### config.mk
export PLATFORM = sky130hd
export DESIGN_NAME = pts_cell
export DESIGN_NICKNAME = d
export VERILOG_FILES = /design/src/hw/rtl/pts_pkg.sv /design/src/hw/rtl/pts_cell.sv
export SDC_FILE = /design/constraint.sdc
export NUM_CORES = 1
export LEC_CHECK = 0
export CORE_MARGIN = 4
export CORE_UTILIZATION = 43
export DETAILED_ROUTE_END_ITERATION = 10
export DONT_BUFFER_PORTS = 1
export GPL_TIMING_DRIVEN = 0
export PLACE_DENSITY_LB_ADDON = 0.2
export SYNTH_ARGS = -nofsm -noshare
export SYNTH_HDL_FRONTEND = slang
export SYNTH_SLANG_ARGS = --single-unit
### constraint.sdc
create_clock -name clk -period 9.4 [get_ports clk]
set_input_delay 2.82 -clock clk [delete_from_list [all_inputs] [get_ports clk]]
set_output_delay 2.82 -clock clk [all_outputs]
set_load 0.005 [all_outputs]
### src/hw/rtl/pts_pkg.sv
package pts_pkg;

  localparam int TASK_COUNT  = 16;
  localparam int TASK_W      = $clog2(TASK_COUNT);
  localparam int CNT_W       = $clog2(TASK_COUNT + 1);
  localparam int LEVEL_COUNT = 32;
  localparam int LEVEL_W     = $clog2(LEVEL_COUNT);
  localparam int PRIO_W      = 6;
  localparam int WAIT_W      = 32;
  localparam int SLICE_W     = 8;
  localparam int CMD_W       = 3;
  localparam int STATUS_W    = 2;
  localparam int CFG_IDX_W   = 1;
  localparam int CFG_DATA_W  = 8;

  localparam logic [SLICE_W-1:0] SLICE_RESET = 8'd10;

  localparam logic [CFG_IDX_W-1:0] CFG_ROUND_ROBIN = 1'd0;
  localparam logic [CFG_IDX_W-1:0] CFG_SLICE_TICKS = 1'd1;

  typedef enum logic [1:0] {
    M_FREE  = 2'd0,
    M_READY = 2'd1,
    M_RUN   = 2'd2,
    M_PEND  = 2'd3
  } mode_t;

  typedef enum logic [CMD_W-1:0] {
    CMD_REGISTER   = 3'd0,
    CMD_UNREGISTER = 3'd1,
    CMD_READY      = 3'd2,
    CMD_SUSPEND    = 3'd3,
    CMD_TICK       = 3'd4,
    CMD_SCHEDULE   = 3'd5,
    CMD_START      = 3'd6,
    CMD_UNKNOWN    = 3'd7
  } cmd_t;

  typedef enum logic [STATUS_W-1:0] {
    ST_OK      = 2'd0,
    ST_INVALID = 2'd1,
    ST_TAKEN   = 2'd2,
    ST_NONE    = 2'd3
  } status_t;

  // Operations broadcast from the sequencer to every task cell.
  typedef enum logic [3:0] {
    OP_NONE,
    OP_REG,
    OP_READY_PEND,
    OP_UNREG_PEND,
    OP_UNREG_FIFO,
    OP_SUSPEND,
    OP_WAKE,
    OP_SLICE_DEC,
    OP_ROTATE,
    OP_SWITCH
  } cell_op_t;

  typedef struct packed {
    cell_op_t             op;
    logic [TASK_W-1:0]    tgt;
    logic [TASK_W-1:0]    tgt2;
    logic [LEVEL_W-1:0]   level;
    logic [TASK_W-1:0]    rank_cmp;
    logic [TASK_W-1:0]    rank_new;
    logic [TASK_W-1:0]    stamp;
    logic [CNT_W-1:0]     k;
    logic [WAIT_W-1:0]    wake;
    logic [SLICE_W-1:0]   slice;
  } bcast_t;

  typedef struct packed {
    mode_t                mode;
    logic [LEVEL_W-1:0]   level;
    logic [TASK_W-1:0]    rank;
    logic [TASK_W-1:0]    stamp;
    logic [SLICE_W-1:0]   slice;
    logic                 in_fifo;
    logic                 at_level;
    logic                 after;
    logic                 wake_hit;
  } cell_info_t;

  typedef struct packed {
    logic                 found;
    logic [LEVEL_W-1:0]   level;
    logic [TASK_W-1:0]    rank;
    logic [TASK_W-1:0]    id;
  } token_t;

endpackage

### src/hw/rtl/pts_cell.sv
module pts_cell
  import pts_pkg::*;
(
  input  logic              clk,
  input  logic              rst_n,
  input  logic [TASK_W-1:0] cell_id,
  input  bcast_t            bc,
  input  token_t            tok_in,
  output token_t            tok_out,
  output cell_info_t        info
);

  mode_t               mode_r, mode_nxt;
  logic [LEVEL_W-1:0]  level_r, level_nxt;
  logic [TASK_W-1:0]   rank_r, rank_nxt;
  logic [TASK_W-1:0]   stamp_r, stamp_nxt;
  logic [WAIT_W-1:0]   wake_r, wake_nxt;
  logic [SLICE_W-1:0]  slice_r, slice_nxt;
  token_t              tok_r, tok_nxt;
  logic                is_me, in_fifo, pend, better;

  assign is_me   = (cell_id == bc.tgt);
  assign in_fifo = (mode_r == M_READY) || (mode_r == M_RUN);
  assign pend    = (mode_r == M_PEND);

  assign info.mode     = mode_r;
  assign info.level    = level_r;
  assign info.rank     = rank_r;
  assign info.stamp    = stamp_r;
  assign info.slice    = slice_r;
  assign info.in_fifo  = in_fifo;
  assign info.at_level = in_fifo && (level_r == bc.level);
  assign info.after    = in_fifo && (level_r == bc.level) && (rank_r > bc.rank_cmp);
  assign info.wake_hit = pend && (stamp_r == bc.stamp) && (wake_r == bc.wake);

  // The search token picks the highest level, and inside a level the oldest entry.
  assign better = in_fifo && (!tok_in.found || (level_r > tok_in.level) ||
                  ((level_r == tok_in.level) && (rank_r < tok_in.rank)));
  assign tok_out = tok_r;

  always_comb begin
    mode_nxt  = mode_r;
    level_nxt = level_r;
    rank_nxt  = rank_r;
    stamp_nxt = stamp_r;
    wake_nxt  = wake_r;
    slice_nxt = slice_r;
    tok_nxt   = tok_in;
    if (better) begin
      tok_nxt.found = 1'b1;
      tok_nxt.level = level_r;
      tok_nxt.rank  = rank_r;
      tok_nxt.id    = cell_id;
    end
    case (bc.op)
      OP_REG: begin
        if (is_me) begin
          mode_nxt  = M_READY;
          level_nxt = bc.level;
          rank_nxt  = bc.rank_new;
          slice_nxt = bc.slice;
        end
      end
      OP_READY_PEND: begin
        if (is_me) begin
          mode_nxt  = M_READY;
          rank_nxt  = bc.rank_new;
          slice_nxt = bc.slice;
        end else if (pend && stamp_r > bc.stamp) begin
          stamp_nxt = stamp_r - 1'b1;
        end
      end
      OP_UNREG_PEND: begin
        if (is_me) begin
          mode_nxt = M_FREE;
        end else if (pend && stamp_r > bc.stamp) begin
          stamp_nxt = stamp_r - 1'b1;
        end
      end
      OP_UNREG_FIFO: begin
        if (is_me) begin
          mode_nxt = M_FREE;
        end else if (in_fifo && rank_r > bc.rank_cmp) begin
          rank_nxt = rank_r - 1'b1;
        end
      end
      OP_SUSPEND: begin
        if (is_me) begin
          mode_nxt  = M_PEND;
          stamp_nxt = '0;
          wake_nxt  = bc.wake;
        end else if (in_fifo && rank_r > bc.rank_cmp) begin
          rank_nxt = rank_r - 1'b1;
        end else if (pend) begin
          stamp_nxt = stamp_r + 1'b1;
        end
      end
      OP_WAKE: begin
        if (info.wake_hit) begin
          mode_nxt  = M_READY;
          rank_nxt  = bc.rank_new;
          slice_nxt = bc.slice;
        end else if (pend && stamp_r == bc.stamp) begin
          stamp_nxt = stamp_r - bc.k[TASK_W-1:0];
        end
      end
      OP_SLICE_DEC: begin
        if (is_me) begin
          slice_nxt = slice_r - 1'b1;
        end
      end
      OP_ROTATE: begin
        if (is_me) begin
          mode_nxt  = M_READY;
          rank_nxt  = bc.rank_new;
          slice_nxt = bc.slice;
        end else if (in_fifo && rank_r > bc.rank_cmp) begin
          rank_nxt = rank_r - 1'b1;
        end
      end
      OP_SWITCH: begin
        if (is_me) begin
          mode_nxt = M_RUN;
        end else if (cell_id == bc.tgt2 && mode_r == M_RUN) begin
          mode_nxt = M_READY;
        end
      end
      default: begin
      end
    endcase
  end

  always_ff @(posedge clk) begin
    if (!rst_n) begin
      mode_r  <= M_FREE;
      level_r <= '0;
    end else begin
      mode_r  <= mode_nxt;
      level_r <= level_nxt;
    end
    rank_r  <= rank_nxt;
    stamp_r <= stamp_nxt;
    wake_r  <= wake_nxt;
    slice_r <= slice_nxt;
    tok_r   <= tok_nxt;
  end

endmodule
# Yosys cells after proc, flatten, opt, wreduce, memory -nomap -nowiden
# Index checks and enable logic that the tools add are counted.
[totals] memories=0 ramBits=0 reg_bits=69 output_inout_bits=41 wordCells=105 mem_bits_ro=0 latch_bits=0 inputBits=94
[op_classes] add_sub_neg=5 eq_ne=32 div_mod_pow=0 muxes=26 shifts=0 n_lt_le_gt_ge=4 n_bitwise=0 n_reduce_logical=28 mul=0
[op_table] operator="4-bit 2-to-1 mux" n=12
[op_table] operator="32-bit == test" n=1
[op_table] operator="8-bit 2-to-1 mux" n=3
[op_table] operator="8-bit one-hot mux with 3 select lines" n=1
[op_table] operator="4-bit by 3-bit == test with 1-bit output (second input constant)" n=4
[op_table] operator="4-bit one-hot mux with 4 select lines" n=1
[op_table] operator="2-bit != test (second input constant)" n=7
[op_table] operator="13-bit 2-to-1 mux" n=1
[op_table] operator="4-bit == test" n=3
[op_table] operator="2-bit 2-to-1 mux" n=6
[op_table] operator="4-bit one-hot mux with 3 select lines" n=1
[op_table] operator="5-bit == test" n=2
[op_table] operator="2-bit one-hot mux with 5 select lines" n=1
[op_table] operator="1-bit logical AND" n=9
[op_table] operator="3-bit != test (second input constant)" n=3
[op_table] operator="4-bit by 2-bit == test with 1-bit output (second input constant)" n=2
[op_table] operator="4-bit == test (second input constant)" n=2
[op_table] operator="4-bit > comparator" n=2
[op_table] operator="2-bit by 1-bit != test with 1-bit output (second input constant)" n=4
[op_table] operator="4-bit AND reduction" n=2
[op_table] operator="2-bit OR reduction" n=4
[op_table] operator="4-bit by 1-bit subtractor with 4-bit output (second input constant)" n=2
[op_table] operator="8-bit by 1-bit subtractor with 8-bit output (second input constant)" n=1
[op_table] operator="7-bit AND reduction" n=1
[op_table] operator="other kinds (15)" n=20

# Longest topological paths before layout
# Gate-level depths: netlist of the first run.
[depth] depth_word=6 depth_mapped=11 mapped_depth_nobuf=10

# Worst setup path before layout of the first run
# Ideal clock, no wire load.
[synth_timing] kind="input to output" start="input bc[54] (netlist name)" end="output info[1] (netlist name)" n_path_buf=0 cell_stages=6 t_arrival_ns=3.779 required_time_ns=6.580 setup_slack_ns=2.801 cell_sequence="inv_1 -> ha_1 -> nor2b_1 -> o21a_1 -> o21a_1 -> o211a_1"
[synth_rtl] item="start: declaration" line="pts_cell.sv:7" text="input bcast_t bc,"
[synth_rtl] item="end: declaration" line="pts_cell.sv:10" text="output cell_info_t info"

==> results of run 1 <==
-- state kept, by name (all words and copies together), names as in the netlist --
signal / count
wake_r: 32
slice_r: 8
rank_r: 4
tok_out: 14
stamp_r: 4
mode_r: 2
level_r: 5
-- cell type report --
cell class | count | area [sq um] | share of cell area
multi-input combinational | 252 | 1906 | 0.4489
buffer | 8 | 42.54 | 0.01002
clock inverter | 6 | 71.32 | 0.01680
clock buffer | 10 | 127.6 | 0.03006
tap | 108 | 135.1 | 0.03183
sequential | 69 | 1862 | 0.4386
inverter | 27 | 101.3 | 0.02387
-- cells in the mapped netlist (all sizes together) (2+ instances only) --
master	instances
a21o	4
o22ai	3
mux2i	6
nor3b	2
nor4	11
nor2	19
xor2	42
nand2	24
clkbuf	4
buf	4
xnor2	19
or2	2
nand4	4
inv	27
mux2	13
edfxtp	48
or3	3
nand2b	5
nor3	7
nor2b	4
and2	2
ha	24
o21ai	19
a21oi	18
o21a	3
dfxtp	21
nand3	6
-- per-stage QoR --
step / hold WS [ns] / total power, uW / instance area (sq um) / instances / util
2_1_floorplan: 0.4898 / 395.3 / 3910 / 356 / -
6_report: 0.5562 / 646.5 / 4245 / 480 / 0.4844
3_5_place_dp: 0.5553 / 409.0 / 4045 / 464 / 0.4616
3_3_place_gp: 0.5422 / 407.3 / 4045 / 464 / 0.4616
4_1_cts: 0.5663 / 657.3 / 4244 / 480 / 0.4843
5_1_grt: 0.6059 / 678.6 / 4245 / 480 / 0.4844
-- worst min path at each step --
| stage | end | slack [ns] | depth (start not counted) |
|---|---|---|---|
| floorplan | mode_r[0] | 0.49 | 2 |
| global placement | mode_r[0] | 0.54 | 2 |
| detailed placement | mode_r[0] | 0.56 | 2 |
| CTS | mode_r[0] | 0.57 | 2 |
| global route | mode_r[0] | 0.61 | 2 |
| finish | mode_r[0] | 0.56 | 2 |
-- routing by layer --
| metal | vias to the layer above | part of all wire | GRT usage |
|---|---|---|---|
| met5 | - | 0 | 0 |
| met4 | 0 | 0.012 | 0.05677 |
| met3 | 6 | 0.098 | 0.06908 |
| met2 | 88 | 0.49 | 0.2623 |
| met1 | 1222 | 0.40 | 0.1981 |
| li1 | 1277 | - | - |
-- report_power, final --
group	leakage (uW)	switching [uW]	internal (uW)	total (uW)
clock network	0.0000935	120	125	245
registers	0.000608	7.16	334	341
logic	0.000910	31.6	28.9	60.5
total	0.00161	159	487	647
-- kinds of logic (layout without fill, tap and decap cells) --
| family | count (synthesis) | count (layout) | share of synthesized area |
|---|---|---|---|
| xor gates and xnor gates | 61 | 61 | 0.1366 |
| and+or+nand+nor | 92 | 92 | 0.1283 |
| DFF | 69 | 69 | 0.4762 |
| adders and majority gates | 25 | 25 | 0.08192 |
| buffers and inverters | 35 | 51 | 0.03680 |
| AOI/OAI and AO/OA | 55 | 55 | 0.08737 |
| muxes | 19 | 19 | 0.05280 |
-- worst reg2reg max path: cells and delay by family (launching register included) --
family | cells | cell delay [ns]
AO/OA/AOI/OAI | 1 | 0.93
flip-flops | 1 | 0.53
AND/OR/NAND/NOR | 4 | 0.98
adder cells (fa/ha/maj) | 1 | 0.35
==> results.txt, run 1 <==
- The library cells used most frequently in the layout, excluding fill and tap cells, are edfxtp_1, xor2_1, inv_1.
- Vias in the first global route: 2,658
- Initial core utilization: 0.4462
* P per Cell Area: 152.3 mW/mm^2
- Across every metal layer, demand over resource in global routing totals 0.1637.
- Post-CTS Hold Buffers: 0
- TritonCTS clock tree: done
- edfxtp_1 takes more of the synthesized area than any other cell.
* EDFF count, synth: 48
- Crit path from: bc[47]
* Post-Synthesis Mean Instance Area: 10.98 sq um
* Count of yosys warnings during synthesis: 0
- Clock insertion delay at the later pin of the skew report: 0.34 ns
* PnR worst setup slack: 2.554 ns
- Buffers & Inverters on Critical Path: 1
- Top Family by Delay on Critical Path: simple AND/OR/NAND/NOR gates
- The most used flip-flop cell after synthesis is edfxtp_1.
- Setup skew after layout: 0.007929 ns
* Most area-consuming cells after synthesis: edfxtp_1, dfxtp_1, xor2_1, ha_1, xnor2_1
* Async set-or-reset flop fraction in the synthesized netlist: 0
* Synth-to-layout area growth: 8.576%
- The most critical setup path has its endpoint at info[0].
- The number of antenna violations at the first check in global routing was 0.
* Root buf cell: clkbuf_8
- Along the worst path, the maximum fanout reaches 5.
* Synth Net Count: 475
- After detailed routing, the average wire length per cell comes to 17.84 um.
- The first global-routing pass estimated 13.30 mm of wire.
* Most common cell after layout, fill and taps aside: edfxtp_1
- Post-detailed-route DRC marker count: 0
- Number of buffers between clock root and the deepest sink: 2
- The final route contains 2,593 vias.
* Post CTS Setup Buffer Count: 0
- Routability-driven placement finished with a final weighted congestion of 0.7657.
* Total count of hold-check failures in the final report: 0
* Clock net sink count: 69
* Post-synth design cell area: 0.003910 sq mm
- Total I/O pin count: 135
- Worst flop-to-flop path endpoint: slice_r[7]
- Worst hold path startpoint: mode_r[0]
- Of the cells placed in the final design, the portion with a size suffix greater than 1 is 0.1129.
- Starting DRT DRC Count: 168
* LEAKAGE: 0.001611 uW
- CP max stage cell: nor4_4
- Setup crit end kind: output port
* Share of the synthesized area in the top cell type: 0.3686
- Fin nets: 486
- The worst setup path is launched from an input pin.
* Crit path required time: 6.58 ns
- The critical path crosses 5 cells after its start point.
- The startpoint identified for the worst register-to-register timing path is stamp_r[1].
* Startpoint-to-endpoint class of the critical path: in2out
- Fraction of the yosys area taken by sequential cells: 0.4762
* Final antenna-violating net count: 0
- The worst register-to-register path has a setup slack of 6.23 ns.
- Max-cap violations in this run came to 0.
- Entering global routing, the biggest net connects 33 pins.
* Post-Route WL: 8.561 mm
- Maximum operating frequency: 0.1461 GHz
- The routed design could run at a clock period as short as 6.846 ns.
- After filler insertion, the fill cell instance count of the layout stands at 808.
- In this run the horizontal extent of the chip is 103.4 um.
- Counting flops and latches in the post-synthesis netlist gives 69.
- Before antenna repair, the detailed router went through 4 iterations.
- The min-delay analysis places its worst path in the category reg2reg.
- At the worst endpoint, the arrival time is 4.03 ns.
- TNS Setup: 0 ns
- The total area inside the core boundary comes to 0.008763 sq mm.
- Port Buffer Count: 0
- OpenSTA, run right after detailed placement, puts the worst setup slack at 2.536 ns.
* Maximum single-stage delay on the critical path: 0.52 ns
* Max transition margin: 0.2096
- Setup repair after global routing left no endpoint under its margin.
- HPWL reported at the end of detailed placement: 6.759 mm
- Run status: finished, final reports clean
* Ordered list of cells on the worst path: inv_1, ha_1, and4_1, nand2_1, nor4_4
* Leftover overflow at the end of global routing: 0
* Vertical extent of the die: 103.4 um
- Placement Rows: 34
- Synthesis instantiated 44 different standard cells from the library.
- The number of gates resized after CTS was 0.
- Setup violations, final: 0
- In this run, CTS created clock tree buffers numbering 9.
- Instance count of the mapped netlist: 356
- Final worst path period share: 0.7282
- The number of max-slew violations in the final report is 0.
- In this run the number of H-tree levels came out at 3.
- The number of antenna diodes in the final layout is 0.
- After clock tree synthesis, the clock-pin slew on the worst setup and hold paths is 0.08 ns.
* Peak supply drop: 0.07659 mV
- Die area: 0.01068 sq mm
- Count of cells along the worst register-to-register path: 6
* Slew at the pin closest to its max-slew limit: 1.173 ns
* Avg Vias per Cell: 5.402
No activity file was read; power rests on OpenSTA's default activity.
==> run 2, diff against run 1 <==
ABC_AREA = 1   (was unset)
clock period = 7.1 ns   (was 9.4 ns; I/O delays follow)
==> run 2 against run 1 <==
  * Hold slack better by 0.0069 ns
  * First-iteration DRC count increased by 15%
  * Total power up 52%
  * Count of clock-buffer cells in the layout down 1
  * Synthesized cell count is 44% higher
  * Flip-flop and latch count stayed put
  * Final cell count is 37% higher
  * Register-to-register slack got worse by 1.8 ns
  * Routed wire length up 19%
  * Non-clock buffer count is 4 lower
  * Critical path type unchanged
  * Critical endpoint is now info[1]
==> results.txt, run 2 <==
- Initial core utilization: 0.4484 (+0.002199)
- Worst hold path startpoint: level_r[4]
- The core footprint is 0.009415 sq mm (+7.4%).
- The number of cells after detailed placement came to 642 (+38%).
- Register with the most flip-flops: wake_r
- Fin nets: 643 (+32%)
* Number of buffers between clock root and the deepest sink: 2 (unchanged)
- The number of cell rows came to 35 (+2.9%).
- Final antenna-violating net count: 0 (unchanged)
- Setup crit end kind: output port
- The horizontal die dimension was 107.1 um (+3.6%).
- Tot GR Track Use: 0.1793 (+0.01568)
- Routability congestion estimate: 0.8759 (+14%)
* Hold Path Depth: 2 (unchanged)
- The number of global-route vias before repair came to 3,403 (+28%).
* Post-detailed-route DRC marker count: 0 (unchanged)
- Maximum single-stage delay on the critical path: 0.66 ns (+0.14 ns)
- The number of max-slew violations in the final report came to 0 (unchanged).
- The number of clock buffers inserted by TritonCTS was 9 (unchanged).
- HPWL reported at the end of detailed placement: 8.139 mm (+20%)
- CP max stage cell: nor4b_1
- The fraction of layout instances using a drive strength above 1 is 0.08885 (-0.02406).
* Setup skew after layout: 0.009673 ns (+0.001744 ns)
- Flop and latch count out of synthesis: 69 (unchanged)
- Setup repair after global routing left no endpoint under its margin.
- Clock net sink count: 69 (unchanged)
- Most frequent cells in the layout: nand2_1, inv_1, edfxtp_1
- The first-pass GRT wire length came to 16.33 mm (+23%).
- TritonCTS clock tree: done
- The clock latency of the later-clocked register in the worst-skew pair is 0.35 ns (about the same).
* Diodes inserted: 0 (unchanged)
- The library cell used most frequently in the layout, excluding fill and tap cells, is nand2_1.
- Fraction of the yosys area taken by sequential cells: 0.4410 (-0.03514)
- Origin of the critical flop-to-flop path: stamp_r[3]
- The number of enable flip-flop cells after synthesis is 48 (unchanged).
- Post-synth design cell area: 0.004222 sq mm (+8.0%)
- Worst-case hold path end point: level_r[4]
- By instance count, the leading cell after synthesis is nand2_1.
- The CTS H-tree depth is 3 (unchanged).
* Ordered list of cells on the worst path: a21oi_1, o2111ai_1, nor4b_1, and3_1
- The total cell area at the placement stage came to 0.004390 sq mm (+8.5%).
- Maximum operating frequency: 0.1826 GHz
* Post-layout instance area: 0.004628 sq mm (+9.0%)
- R2r setup slk: 4.48 ns (-1.75 ns)
- Top Family by Delay on Critical Path: simple AND/OR/NAND/NOR gates
- Most used DFF post-synth: edfxtp_1
* Synth Net Count: 632 (+33%)
- The worst max-slew margin expressed relative to the limit came to 0.3701 (+0.1605).
- The total of warnings raised by yosys was 0 (unchanged).
- The worst path required time came to 4.97 ns (-1.61 ns).
- The number of flip-flops in the largest register is 32 (unchanged).
* Buffers & Inverters on Critical Path: 0 (-1)
* Worst slack on hold paths: 0.5631 ns (+0.006939 ns)
- The global-route congestion overflow total is 0 (unchanged).
* Post CTS Setup Buffer Count: 0 (unchanged)
- P per Cell Area: 212.2 mW/mm^2 (+39%)
- The total negative setup slack was 0 ns (unchanged).
* Peak supply drop: 0.1101 mV (+44%)
* Non-filler instance count after layout: 658 (+37%)
- Worst endpoint data arrival time: 3.35 ns (-0.68 ns)
- Slew at the pin closest to its max-slew limit: 0.9426 ns (-0.2306 ns)
- Path class of the lowest-slack min-delay path: reg2reg
- Post-layout total power: 982.3 uW (+52%)
- The vertical die dimension came to 107.1 um (+3.6%).
- Count of cells along the worst register-to-register path: 9 (+3)
- The maximum number of pins on one net before global-route repair is 33 (unchanged).
- The via count came to 3,345 (+29%).
* Netlist cell types: 39 (-11%)
- The total of hold buffers inserted after clock tree synthesis was 0 (unchanged).
- The reported max-cap violation count came to 0 (unchanged).
* Starting DRT DRC Count: 193 (+15%)
* Startpoint-to-endpoint class of the critical path: in2out
* Instance count of the mapped netlist: 513 (+44%)
* Run status: finished, final reports clean
- The mean number of vias per cell is 5.084 (-5.9%).
* List of most frequent post-synthesis cells: nand2_1, inv_1, edfxtp_1
* Total I/O pin count: 135 (unchanged)
* Worst flop-to-flop path endpoint: slice_r[3]
- Number of antenna violations at the first check in global routing: 0 (unchanged)
- Setup violations, final: 0 (unchanged)
- The number of input and output port buffers inserted came to 0 (unchanged).
* Die area: 0.01147 sq mm (+7.3%)
- Final worst path period share: 0.7715
- Relative to the synthesized area, the layout overhead comes to 9.633%.
- Number of detailed-routing iterations run before antenna repair: 4 (unchanged)
- LEAKAGE: 0.002051 uW (+27%)
- Share of the synthesized area in the top cell type: 0.3414 (-0.02721)
- The count of cells resized by post-cts repair was 0 (unchanged).
- Tmin final: 5.477 ns
- The biggest fanout along the worst timing path came to 3 (-2).
- Sorting the synthesized cells by area gives the leading types as edfxtp_1, nand2_1, dfxtp_1, inv_1, ha_1.
* Post-Route WL: 10.22 mm (+19%)
* Cell taking the most area after synthesis: edfxtp_1
- Clock slew seen by the registers of the worst setup and hold paths: 0.07 ns (about the same)
* Async set-or-reset flop fraction in the synthesized netlist: 0 (unchanged)
- The average instance area after synthesis was 8.229 sq um (-25%).
* Root buf cell: clkbuf_8
- STA classifies the critical path startpoint as an input pin.
- The count of endpoints failing hold in the final timing report came to 0 (unchanged).
* Wire length per cell: 15.52 um (-13%)
## run 2: cell count changes in the layout (fill, tap and decap cells not counted), moves of 7 or more
cell,delta
o21ai_0,+20
mux2_2,-13
nor2_1,+14
nand3_1,+9
nand2_1,+97
nand2_2,+7
xor2_1,-31
nand4_1,+9
inv_1,+58
## run 2: layout make-up
class / count / area, sq um
fillers: 925 / 4787
flip-flops and latches: 69 / 1862
inverters: 89 / 334.1
clock inverters: 7 / 113.9
well taps: 129 / 161.4
plain buffers: 4 / 21.27
clock buffers: 9 / 123.9
multi-input cells: 351 / 2012
## run 2: kinds of logic after synthesis
kind of cell,synth area share
AO/OA/AOI/OAI,0.09751
XOR/XNOR,0.07054
adder cells (fa/ha/maj),0.07587
buffers and inverters,0.08417
flip-flops,0.4410
multiplexers,0.002371
AND/OR/NAND/NOR,0.2285
## run 2: stage by stage
step           setup slack [ns]  utilization
5_1_grt                   1.543       0.4916
2_1_floorplan             1.915            -
6_report                  1.623       0.4916
4_1_cts                   1.629       0.4916
3_5_place_dp              1.631       0.4663
3_3_place_gp              1.654       0.4655
## run 2: power breakdown
group	internal [uW]	switching, uW	leakage, uW	total (uW)
logic	47.9	75.1	0.00133	123
registers	453	17.5	0.000611	470
clock network	232	157	0.000115	389
## run 2: metal layers
layer | share of wire | vias to the layer above | routed length [um] | track usage
met3 | 0.082 | 18 | 841 | 0.05479
met1 | 0.44 | 1511 | 4446 | 0.2281
met2 | 0.46 | 115 | 4716 | 0.2833
met4 | 0.021 | 0 | 211 | 0.07306
li1 | - | 1701 | - | -
met5 | 0 | - | 0 | 0
## run 2: worst max-delay path by stage
stage,endpoint,cells after the start,slack (ns),startpoint
global placement,info[0],6,1.65,bc[48]
CTS,info[0],6,1.63,bc[48]
global route,info[0],6,1.54,bc[48]
finish,info[1],4,1.62,bc[60]
detailed placement,info[0],6,1.63,bc[48]
floorplan,info[0],6,1.91,bc[48]
## run 2: worst min-delay path: cells and delay by family, from the launching register on
family / cells / cell delay [ns]
flops: 1 / 0.37
buf+inv: 1 / 0.09
compound gates: 1 / 0.06
